--- src/hw/rtl/assembly_source_tokenizer_macros.svh ---
// Assertion macros used by the tokenizer top level.
`ifndef ASSEMBLY_SOURCE_TOKENIZER_MACROS_SVH
`define ASSEMBLY_SOURCE_TOKENIZER_MACROS_SVH

// Checked on every clock edge outside reset.
`define ASTOK_ASSERT(label, prop, msg) \
  label: assert property (@(posedge clk_i) disable iff (!rst_ni) (prop)) else $error(msg);

// Checked on every clock edge, including while reset is held.
`define ASTOK_ASSERT_ALWAYS(label, prop, msg) \
  label: assert property (@(posedge clk_i) (prop)) else $error(msg);

`endif

--- src/hw/rtl/astok_pkg.sv ---
// Types, character codes and a helper function of the assembly source tokenizer.
package astok_pkg;

  localparam int unsigned LINE_BITS  = 32;
  localparam int unsigned LINE_OUT_W = 32;
  localparam int unsigned CHAR_W     = 8;
  localparam int unsigned TDATA_W    = 40;

  typedef enum logic {
    OP_CHAR = 1'b0,
    OP_EOT  = 1'b1
  } opcode_e;

  typedef enum logic {
    EV_APPEND = 1'b0,
    EV_END    = 1'b1
  } event_kind_e;

  localparam logic [CHAR_W-1:0] CH_SEMI   = 8'h3B;
  localparam logic [CHAR_W-1:0] CH_PLUS   = 8'h2B;
  localparam logic [CHAR_W-1:0] CH_MINUS  = 8'h2D;
  localparam logic [CHAR_W-1:0] CH_STAR   = 8'h2A;
  localparam logic [CHAR_W-1:0] CH_COMMA  = 8'h2C;
  localparam logic [CHAR_W-1:0] CH_SPACE  = 8'h20;
  localparam logic [CHAR_W-1:0] CH_TAB    = 8'h09;
  localparam logic [CHAR_W-1:0] CH_LF     = 8'h0A;
  localparam logic [CHAR_W-1:0] CH_CR     = 8'h0D;
  localparam logic [CHAR_W-1:0] CH_QUOTE  = 8'h22;
  localparam logic [CHAR_W-1:0] CH_BSLASH = 8'h5C;
  localparam logic [CHAR_W-1:0] CH_BS     = 8'h08;
  localparam logic [CHAR_W-1:0] CH_NUL    = 8'h00;
  localparam logic [CHAR_W-1:0] CH_LOW_N  = 8'h6E;
  localparam logic [CHAR_W-1:0] CH_LOW_R  = 8'h72;
  localparam logic [CHAR_W-1:0] CH_LOW_T  = 8'h74;
  localparam logic [CHAR_W-1:0] CH_LOW_B  = 8'h62;
  localparam logic [CHAR_W-1:0] CH_ZERO   = 8'h30;

  typedef struct packed {
    logic                 in_quotes;
    logic                 in_comment;
    logic                 esc_pending;
    logic                 token_open;
    logic [LINE_BITS-1:0] line;
  } tok_state_t;

  localparam tok_state_t TOK_STATE_RST = '{
    in_quotes:   1'b0,
    in_comment:  1'b0,
    esc_pending: 1'b0,
    token_open:  1'b0,
    line:        LINE_BITS'(1)
  };

  // The events of one input item; all of them carry the same line.
  typedef struct packed {
    logic                 two;
    event_kind_e          kind0;
    logic [CHAR_W-1:0]    char0;
    event_kind_e          kind1;
    logic [CHAR_W-1:0]    char1;
    logic [LINE_BITS-1:0] line;
  } ev_rec_t;

  typedef struct packed {
    logic       has_event;
    ev_rec_t    rec;
    tok_state_t nxt;
  } step_res_t;

  function automatic logic [CHAR_W-1:0] translate_escape(input logic [CHAR_W-1:0] c);
    logic [CHAR_W-1:0] r;
    case (c)
      CH_LOW_N: r = CH_LF;
      CH_LOW_R: r = CH_CR;
      CH_LOW_T: r = CH_TAB;
      CH_LOW_B: r = CH_BS;
      CH_ZERO:  r = CH_NUL;
      default:  r = c;
    endcase
    return r;
  endfunction

endpackage

--- src/hw/rtl/assembly_source_tokenizer.sv ---
// Top level of the assembly source tokenizer: input register, decode, event queue.
// Path: an accepted item is held in the input register, decoded combinationally and
// written into the event queue; its first event is offered on the output from the queue head.
// Throughput: one item per cycle while each item makes at most one event and the output is
// ready; an item with two events holds its queue entry until both events are taken.
// Reset (rst_ni low, asynchronous): the tokenizer state returns to line 1, nothing open.
`include "assembly_source_tokenizer_macros.svh"

module assembly_source_tokenizer (
  input  logic                          clk_i,
  input  logic                          rst_ni,
  // Input items.
  input  logic                          s_axis_tvalid,
  output logic                          s_axis_tready,
  input  logic [7:0]                    s_axis_tdata,  // [7:0] char_code
  input  logic                          s_axis_tuser,  // [0] opcode
  // Token events.
  output logic                          m_axis_tvalid,
  input  logic                          m_axis_tready,
  output logic [astok_pkg::TDATA_W-1:0] m_axis_tdata,  // [7:0] char_value, [39:8] line_number
  output logic                          m_axis_tuser,  // [0] event_kind
  output logic                          m_axis_tlast   // last_of_run
);
  import astok_pkg::*;

  // The input register holds one item until the event queue has room for its events.
  // The queue has two entries, each holding all events of one item, so the input side
  // never waits on the output ready in the same cycle.
  logic              in_valid_q, in_valid_d;
  opcode_e           in_op_q;
  logic [CHAR_W-1:0] in_char_q;

  tok_state_t        state_q, state_d;
  step_res_t         step_res;

  ev_rec_t           rec_q [2];
  logic              wr_ptr_q, wr_ptr_d;
  logic              rd_ptr_q, rd_ptr_d;
  logic [1:0]        cnt_q, cnt_d;
  logic              sel_q, sel_d;

  logic              s_fire;
  logic              fire;
  logic              push;
  logic              pop;
  logic              m_fire;
  ev_rec_t           head;

  // The item in the input register is decoded when at least one queue entry is free.
  assign fire          = in_valid_q && (cnt_q != 2'd2);
  assign s_axis_tready = !in_valid_q || (cnt_q != 2'd2);
  assign s_fire        = s_axis_tvalid && s_axis_tready;

  astok_step u_step (
    .st_i   (state_q),
    .op_i   (in_op_q),
    .char_i (in_char_q),
    .res_o  (step_res)
  );

  assign push = fire && step_res.has_event;

  always_comb begin
    in_valid_d = in_valid_q;
    if (s_fire) begin
      in_valid_d = 1'b1;
    end else if (fire) begin
      in_valid_d = 1'b0;
    end
  end

  assign state_d = fire ? step_res.nxt : state_q;

  // Output side: the head entry is shown one event at a time; sel_q picks the second
  // event of an entry that has two.
  assign head          = rec_q[rd_ptr_q];
  assign m_axis_tvalid = (cnt_q != 2'd0);
  assign m_axis_tuser  = sel_q ? head.kind1 : head.kind0;
  assign m_axis_tdata  = {LINE_OUT_W'(head.line), (sel_q ? head.char1 : head.char0)};
  assign m_axis_tlast  = sel_q || !head.two;
  assign m_fire        = m_axis_tvalid && m_axis_tready;
  assign pop           = m_fire && m_axis_tlast;

  always_comb begin
    sel_d = sel_q;
    if (m_fire) begin
      sel_d = !m_axis_tlast;
    end
  end

  assign wr_ptr_d = push ? !wr_ptr_q : wr_ptr_q;
  assign rd_ptr_d = pop ? !rd_ptr_q : rd_ptr_q;
  assign cnt_d    = cnt_q + {1'b0, push} - {1'b0, pop};

  always_ff @(posedge clk_i or negedge rst_ni) begin
    if (!rst_ni) begin
      in_valid_q <= 1'b0;
      state_q    <= TOK_STATE_RST;
      wr_ptr_q   <= 1'b0;
      rd_ptr_q   <= 1'b0;
      cnt_q      <= 2'd0;
      sel_q      <= 1'b0;
    end else begin
      in_valid_q <= in_valid_d;
      state_q    <= state_d;
      wr_ptr_q   <= wr_ptr_d;
      rd_ptr_q   <= rd_ptr_d;
      cnt_q      <= cnt_d;
      sel_q      <= sel_d;
    end
  end

  // Payload registers carry no reset.
  always_ff @(posedge clk_i) begin
    if (s_fire) begin
      in_op_q   <= opcode_e'(s_axis_tuser);
      in_char_q <= s_axis_tdata;
    end
    if (push) begin
      rec_q[wr_ptr_q] <= step_res.rec;
    end
  end

  // The queue never holds more than its two entries; an unknown count before the
  // first reset edge is not a violation.
  `ASTOK_ASSERT_ALWAYS(a_cnt_bound, cnt_q !== 2'd3, "event queue count out of range")
  // The second event is only selected for an entry that has one.
  `ASTOK_ASSERT(a_sel_two, (sel_q && m_axis_tvalid) |-> head.two, "second event of a single")
  // Line numbers start at one and never wrap back to zero.
  `ASTOK_ASSERT(a_line_nonzero, state_q.line != '0, "line counter reached zero")
  // End of text returns the tokenizer to its reset state.
  `ASTOK_ASSERT(a_eot_reset, (fire && (in_op_q == OP_EOT)) |=> (state_q == TOK_STATE_RST),
                "end of text did not reset the state")

endmodule

--- src/hw/rtl/astok_step.sv ---
// Decodes one input item against the tokenizer state into its events and next state.
module astok_step (
  input  astok_pkg::tok_state_t st_i,
  input  astok_pkg::opcode_e    op_i,
  input  logic [7:0]            char_i,
  output astok_pkg::step_res_t  res_o
);
  import astok_pkg::*;

  logic [CHAR_W-1:0] c;
  logic              escaped;
  tok_state_t        nxt;
  logic              has_ev;
  ev_rec_t           rec;

  always_comb begin
    nxt     = st_i;
    has_ev  = 1'b0;
    rec     = '{two: 1'b0, kind0: EV_APPEND, char0: CH_NUL,
                kind1: EV_APPEND, char1: CH_NUL, line: st_i.line};
    c       = char_i;
    escaped = 1'b0;

    if (op_i == OP_EOT) begin
      if (st_i.token_open) begin
        has_ev    = 1'b1;
        rec.kind0 = EV_END;
      end
      nxt = TOK_STATE_RST;
    end else begin
      if (st_i.esc_pending) begin
        c               = translate_escape(char_i);
        escaped         = 1'b1;
        nxt.esc_pending = 1'b0;
      end
      if (st_i.in_quotes) begin
        if ((c == CH_BSLASH) && !escaped) begin
          nxt.esc_pending = 1'b1;
        end else begin
          has_ev         = 1'b1;
          rec.char0      = c;
          nxt.token_open = 1'b1;
          // A closing quote is appended and then ends the token.
          if ((c == CH_QUOTE) && !escaped) begin
            rec.two        = 1'b1;
            rec.kind1      = EV_END;
            nxt.token_open = 1'b0;
            nxt.in_quotes  = 1'b0;
          end
        end
      end else if (st_i.in_comment) begin
        if (c == CH_LF) begin
          nxt.in_comment = 1'b0;
        end
      end else begin
        case (c)
          CH_SEMI: begin
            nxt.in_comment = 1'b1;
          end
          CH_BSLASH: begin
            nxt.esc_pending = 1'b1;
          end
          CH_PLUS, CH_MINUS, CH_STAR: begin
            has_ev = 1'b1;
            if (st_i.token_open) begin
              rec.two   = 1'b1;
              rec.kind0 = EV_END;
              rec.char1 = c;
            end else begin
              rec.char0 = c;
            end
            nxt.token_open = 1'b1;
          end
          CH_COMMA, CH_SPACE, CH_TAB, CH_LF, CH_CR: begin
            if (st_i.token_open) begin
              has_ev    = 1'b1;
              rec.kind0 = EV_END;
            end
            nxt.token_open = 1'b0;
            if ((c == CH_LF) && (st_i.line != '1)) begin
              nxt.line = st_i.line + LINE_BITS'(1);
            end
          end
          CH_QUOTE: begin
            nxt.in_quotes  = 1'b1;
            has_ev         = 1'b1;
            rec.char0      = c;
            nxt.token_open = 1'b1;
          end
          default: begin
            has_ev         = 1'b1;
            rec.char0      = c;
            nxt.token_open = 1'b1;
          end
        endcase
      end
    end
  end

  assign res_o = '{has_event: has_ev, rec: rec, nxt: nxt};

endmodule
--- config.mk ---
export PLATFORM = sky130hd
export DESIGN_NAME = assembly_source_tokenizer
export DESIGN_NICKNAME = d
export VERILOG_FILES = /design/src/hw/rtl/astok_pkg.sv /design/src/hw/rtl/assembly_source_tokenizer.sv /design/src/hw/rtl/astok_step.sv
export VERILOG_INCLUDE_DIRS = /design/src /design/src/hw/rtl
export SDC_FILE = /design/constraint.sdc
export NUM_CORES = 1
export LEC_CHECK = 0
export BUFFER_PORTS_ARGS = -buffer_cell sky130_fd_sc_hd__buf_2
export CORE_MARGIN = 3
export CORE_UTILIZATION = 41
export CTS_BUF_LIST = sky130_fd_sc_hd__clkbuf_8
export DETAILED_ROUTE_END_ITERATION = 10
export SLEW_MARGIN = 20
export SYNTH_ARGS = -nofsm -noshare
export SYNTH_HDL_FRONTEND = slang
export SYNTH_SLANG_ARGS = --single-unit
--- constraint.sdc ---
create_clock -name clk_i -period 10.2 [get_ports clk_i]
set_clock_uncertainty 0.15 [all_clocks]
set_input_delay 2.04 -clock clk_i [delete_from_list [all_inputs] [get_ports clk_i]]
set_output_delay 2.04 -clock clk_i [all_outputs]
set_load 0.05 [all_outputs]
==> results of run 1 <==
-- power by group --
group | total, mW | leakage, nW | switching, mW | internal (mW)
clock network | 0.427 | 0.196 | 0.214 | 0.213
registers | 0.863 | 1.66 | 0.0857 | 0.778
logic | 0.638 | 1.10 | 0.445 | 0.194
total | 1.93 | 2.95 | 0.744 | 1.18
-- sequential cells by signal, indices dropped and copies added (netlist names) --
name and flops:
rec_q 102, cnt_q 2, sel_q 1, rd_ptr_q 1, state_q 36, in_valid_q 1, wr_ptr_q 1, in_op_q 1
in_char_q 8
-- path summary, 6_finish.rpt --
path                                            to  slack [ns]
max                                m_axis_tdata[3]        5.85
max reg2reg                 rec_q[0][50]$_DFFE_PP_        6.10
min reg2reg                 rec_q[0][13]$_DFFE_PP_        0.37
min                         rec_q[0][13]$_DFFE_PP_        0.37
min in group asynchronous  state_q[11]$_DFFE_PN0P_        1.59
max in group asynchronous     rd_ptr_q$_DFFE_PN0P_        7.62
-- area by class of cell --
cell class | count | area, sq um | area share
inverters | 12 | 45.04 | 0.005950
clock buffers | 17 | 234.0 | 0.03091
well taps | 211 | 264.0 | 0.03488
flip-flops and latches | 153 | 4389 | 0.5798
multi-input cells | 305 | 2195 | 0.2899
repair buffers | 60 | 310.3 | 0.04099
clock inverters | 14 | 132.6 | 0.01752
-- cell usage in the layout, fill, tap and decap left out, drive strengths merged, types with 6 or more instances in the layout --
cell type,instances
a21oi,6
and2,8
and3,7
buf,60
clkbuf,17
clkinv,9
conb,6
dfrtp,41
edfxtp,111
inv,14
mux2,32
mux4,9
nand2,31
nand2b,6
nand3,14
nand4,11
nor2,56
nor3,9
o21ai,15
xnor2,8
xor2,22
-- routing by layer --
layer,up-vias,GRT usage,part of all wire
met5,-,0,0
met1,2037,0.2090,0.47
met2,100,0.2365,0.47
met4,0,0.06629,0.016
li1,1931,-,-
met3,16,0.03361,0.042
-- per-stage QoR --
step	area, sq um	hold WS [ns]
2_1_floorplan	6681	0.3181
3_5_place_dp	7203	0.3555
3_3_place_gp	7201	0.3483
6_report	7570	0.3665
5_1_grt	7570	0.3855
4_1_cts	7570	0.3729
-- cells by family (layout without fill, tap and decap cells) --
kind of cell    count (synthesis)  after routing  synth area share
fa+ha+maj                       3              3          0.005634
buf+inv                        29            103           0.01746
flops                         153            153            0.6582
simple gates                  175            175            0.1373
mux                            42             42           0.08601
compound gates                 49             49           0.05540
xor+xnor                       30             30           0.03944
other cells                     1              6         0.0005628
==> results by group, run 1 <==
Synth
  – Asr flop ratio synth: 0.2745
  – Yosys cell types: 61
  – Mapped cell area: 0.006663 sq mm
  – Cell count after synthesis: 482
  – Avg Inst Size Synth: 13.82 sq um
  – Top_reg_cell synth: edfxtp_1
  – Seq/Total Area, Yosys: 0.6582
  – Number of enable flip-flop cells after synthesis: 111
  – Yosys Warn Count: 0
  – Most numerous cell in the Yosys netlist: edfxtp_1
  – Largest cells by area after synthesis: edfxtp_1, dfrtp_1, mux2_2
  – Post-synth top cells: edfxtp_1, nor2_1, dfrtp_1, mux2_2, nand2_1
  – FF+latch count, synth: 153
  – Synth area leader: edfxtp_1
  – Yosys top cell area share: 0.5003

Floorplanning
  – Chip Height: 133.5 um
  – Starting Density: 0.4287
  – Core Box Area: 0.01554 sq mm
  – Die area: roughly 0.018 sq mm
  – Cell Rows: 45
  – Num ports: 57
  – Chip Width: 133.5 um

Timing
  – Final Setup Violations: 0
  – Unrepaired setup endpoints after global routing: no
  – Setup TNS: 0 ns
  – Worst slew pin tran: 0.9492 ns
  – Final worst slack: 5.855 ns
  – Slew Viols, Final: 0
  – Fmax: 0.2301 GHz
  – Relative slew slack: 0.3672
  – Post-route minimum period: 4.345 ns
  – Fin. Hold Viols: 0
  – Fin crit share: 0.4260

Setup path
  – Max stage delay on crit path: 0.88 ns
  – Worst path top cell family by delay: flip-flops
  – Origin of the critical flop-to-flop path: in_char_q[3]$_DFFE_PP_
  – WP data required: ~8.0 ns
  – Crit path capture type: output pin
  – CP Class: reg2out
  – Setup crit start kind: register
  – WP depth: 2
  – Cell at the slowest stage of the critical path: dfrtp_4
  – CP Launch Point: rd_ptr_q$_DFFE_PN0P_
  – Buf/Inv on CP: 1
  – Arrival time at the worst endpoint: approximately 2.2 ns
  – Critical-path cell list: mux4_2, buf_2
  – Depth of the most critical reg-to-reg path: 8
  – CP Max Fanout: 43

Cells and area
  – Non-Filler Instances: 772
  – Ratio of cells with drive above 1 in the final layout: 0.2620
  – Area grow syn2layout: 13.62%
  – Nets: approximately 570
  – Layout filler cell count: between 1000 and 1500
  – Final Util: 0.4871
  – Antenna Cells: 0

Global routing
  – Largest net degree at the start of global routing: 44
  – First-pass GRT wire length: 21.21 mm
  – Vias in the first global route: ~4100
  – Congestion Overflow GR: 0
  – Gr usage total: 0.1527
  – Initial antenna violation count: 0

Place
  – Gpl congestion: between 0.8 and 0.9
  – Port bufs: 56
  – Dpl hpwl: 8.500 mm
  – Number of placed cells counting well taps: 741
  – Setup WS pre-CTS: 6.088 ns

Routing
  – # DRC: 0
  – Final wirelength: 12.72 mm
  – Vias/cell: 5.290
  – Routed via count: 4084
  – DR WL/cell: ~16 um
  – Iter 0 DRT Violations: 355
  – DRT antenna net count: 0
  – Drt first pass iters: 4

Worst hold path
  – Worst Hold Launch: state_q[13]$_DFFE_PN0P_
  – Hold WC Path Type: reg2reg
  – Worst Hold Depth: 0

Clocking
  – Clock transition at the registers of the reported paths: 0.08 ns
  – CTS resizes: 0
  – CTS tree: built
  – CTS Buffer Depth: 2
  – Root cell of the clock tree: clkbuf_8
  – Hold_buf cts: 0
  – H-tree depth: 4
  – Post-CTS Setup Inserts: 0
  – TritonCTS buffer count: 17
  – Clock latency on the worst-skew pair: around 0.44 ns
  – CTS sink count: about 150

Power
  – Power, Total: between 1.5 and 2 mW
  – VDD IR max: 0.08760 mV
  – Cell Pwr Density: 254.7 mW/mm^2
  – Pleak: 2.954 nW

Flow run
  – Max-Cap Viols: 0

Outcome
  – Status: finished clean
Power figures use the tool's default switching activity.
==> run 2, diff against run 1 <==
==> constraint.sdc (replaced) <==
create_clock -name clk_i -period 4.5 [get_ports clk_i]
set_clock_uncertainty 0.15 [all_clocks]
set_input_delay 0.9 -clock clk_i [delete_from_list [all_inputs] [get_ports clk_i]]
set_output_delay 0.9 -clock clk_i [all_outputs]
set_load 0.05 [all_outputs]
==> run 2 against run 1 <==
- design area is 1.5% higher
- critical endpoint is now rec_q[0][10]$_DFFE_PP_
- wire length grew 2.6%
- highest routed layer unchanged
- largest cell class unchanged
- via count is 0.39% higher
==> results by group, run 2 (synthesized netlist as in run 1, its figures left out) <==
Outcome
  – Status: finished clean

Power
  – Power, Total: roughly 4.6 mW
  – Pleak: ~3.0 nW
  – Cell Pwr Density: 600.6 mW/mm^2
  – VDD IR max: 0.2542 mV

Place
  – Placed Area: 0.007216 sq mm
  – Setup WS pre-CTS: 0.8060 ns
  – Port bufs: 56
  – Dpl hpwl: 8.665 mm
  – Gpl congestion: 0.8997

Timing
  – Fin. Hold Viols: 0
  – Unrepaired setup endpoints after global routing: no
  – Final Setup Violations: 0
  – Final worst slack: 0.6734 ns
  – Fmax: between 0.2 and 0.3 GHz
  – Worst slew pin tran: 0.8537 ns
  – Slew Viols, Final: 0
  – Fin crit share: 0.8504
  – Setup TNS: 0 ns
  – Post-route minimum period: 3.827 ns
  – Relative slew slack: 0.4228

Cells and area
  – Area grow syn2layout: 15.29%
  – Ratio of cells with drive above 1 in the final layout: 0.2642
  – Biggest register: rec_q
  – Post-Layout Inst Area: ~0.0077 sq mm
  – Most frequent cells in the layout: edfxtp_1, buf_2, nor2_1, dfrtp_1, mux2_2
  – Layout filler cell count: 1379
  – Antenna Cells: 0
  – Final Util: 0.4943
  – Largest register FFs: 102
  – Largest registers: rec_q x102, state_q x36, in_char_q x8
  – Nets: 567
  – Most common cell after layout, fill and taps aside: edfxtp_1

Setup path
  – Arrival time at the worst endpoint: about 3.8 ns
  – R2R setup slack: between 0.6 and 0.7 ns
  – Reg2reg end: rec_q[0][10]$_DFFE_PP_
  – Setup crit start kind: register
  – Depth of the most critical reg-to-reg path: 8
  – WP data required: 4.48 ns
  – CP Max Fanout: 19
  – CP Launch Point: in_char_q[4]$_DFFE_PP_
  – Origin of the critical flop-to-flop path: in_char_q[4]$_DFFE_PP_
  – CP Class: reg2reg
  – Crit path to: rec_q[0][10]$_DFFE_PP_
  – Crit path capture type: register

Clocking
  – Clock latency on the worst-skew pair: 0.45 ns
  – TritonCTS buffer count: 17
  – Post-CTS Setup Inserts: 0
  – H-tree depth: 4
  – CTS Buffer Depth: 2
  – Clock transition at the registers of the reported paths: 0.08 ns
  – Hold_buf cts: 0
  – CTS sink count: 153
  – CTS resizes: 0
  – CTS tree: built
  – Root cell of the clock tree: clkbuf_8

Global routing
  – Gr usage total: 0.1563
  – Vias in the first global route: 4072
  – Largest net degree at the start of global routing: between 50 and 60
  – First-pass GRT wire length: 21.58 mm
  – Congestion Overflow GR: 0
  – Initial antenna violation count: 0

Routing
  – Routed via count: 4100
  – # DRC: 0
  – Final wirelength: 13.05 mm
  – Vias/cell: 5.290
  – Drt first pass iters: 5
  – Iter 0 DRT Violations: approximately 370
  – DRT antenna net count: 0
  – DR WL/cell: between 15 and 20 um

Floorplanning
  – Cell Rows: between 40 and 50
  – Starting Density: 0.4287
  – Chip Width: 133.5 um
  – Chip Height: 133.5 um
  – Num ports: 57
  – Die area: 0.01782 sq mm
  – Core Box Area: 0.01554 sq mm

Worst hold path
  – Hold WC Path Type: in2async

Flow run
  – Max-Cap Viols: 0
-- run 2: worst min-delay path by stage --
stage | end | slack, ns | cells past startpoint
2_1_floorplan | wr_ptr_q$_DFFE_PN0P_ | 0.32 | 1
3_3_place_gp | rec_q[0][13]$_DFFE_PP_ | 0.35 | 0
3_5_place_dp | rec_q[1][25]$_DFFE_PP_ | 0.36 | 0
4_1_cts | rec_q[1][25]$_DFFE_PP_ | 0.37 | 0
5_1_grt | state_q[13]$_DFFE_PN0P_ | 0.30 | 1
6_report | state_q[13]$_DFFE_PN0P_ | 0.29 | 1
-- run 2: area by class of cell --
cell class	count	area (sq um)	share of cell area
Clock buffer	19	261.5	0.03404
Clock inverter	13	201.4	0.02623
Inverter	12	45.04	0.005864
Multi-Input combinational cell	305	2195	0.2857
Sequential cell	153	4387	0.5711
Tap cell	211	264.0	0.03437
Timing Repair Buffer	62	327.8	0.04268
-- run 2: metal layers --
layer / global-route usage / routed length (um)
met5: 0 / 0
met4: 0.05543 / 218
met3: 0.04721 / 733
met2: 0.2379 / 5988
met1: 0.2148 / 6112
-- run 2: per-stage QoR --
step / hold WS, ns / cells
final: 0.2903 / 775
after global routing: 0.2972 / 775
after CTS: 0.3731 / 775
after detailed placement: 0.3557 / 743
after global placement: 0.3472 / 743
after floorplan: 0.3181 / 487
-- run 2: power breakdown --
part | switching, mW | leakage [nW] | total [mW] | internal (mW)
combinational | 1.05 | 1.11 | 1.50 | 0.451
clock | 0.497 | 0.227 | 1.18 | 0.685
sequential | 0.172 | 1.66 | 1.93 | 1.76
total | 1.72 | 3.00 | 4.61 | 2.90
-- run 2: critical path: stages (launching register included) --
cell,delay (ns)
edfxtp_1,0.52
nor4b_1,0.80
a22oi_1,0.21
a221oi_1,0.34
a31o_2,0.20
a311o_1,0.20
o221ai_2,0.20
nor2_4,0.50
buf_4,0.39
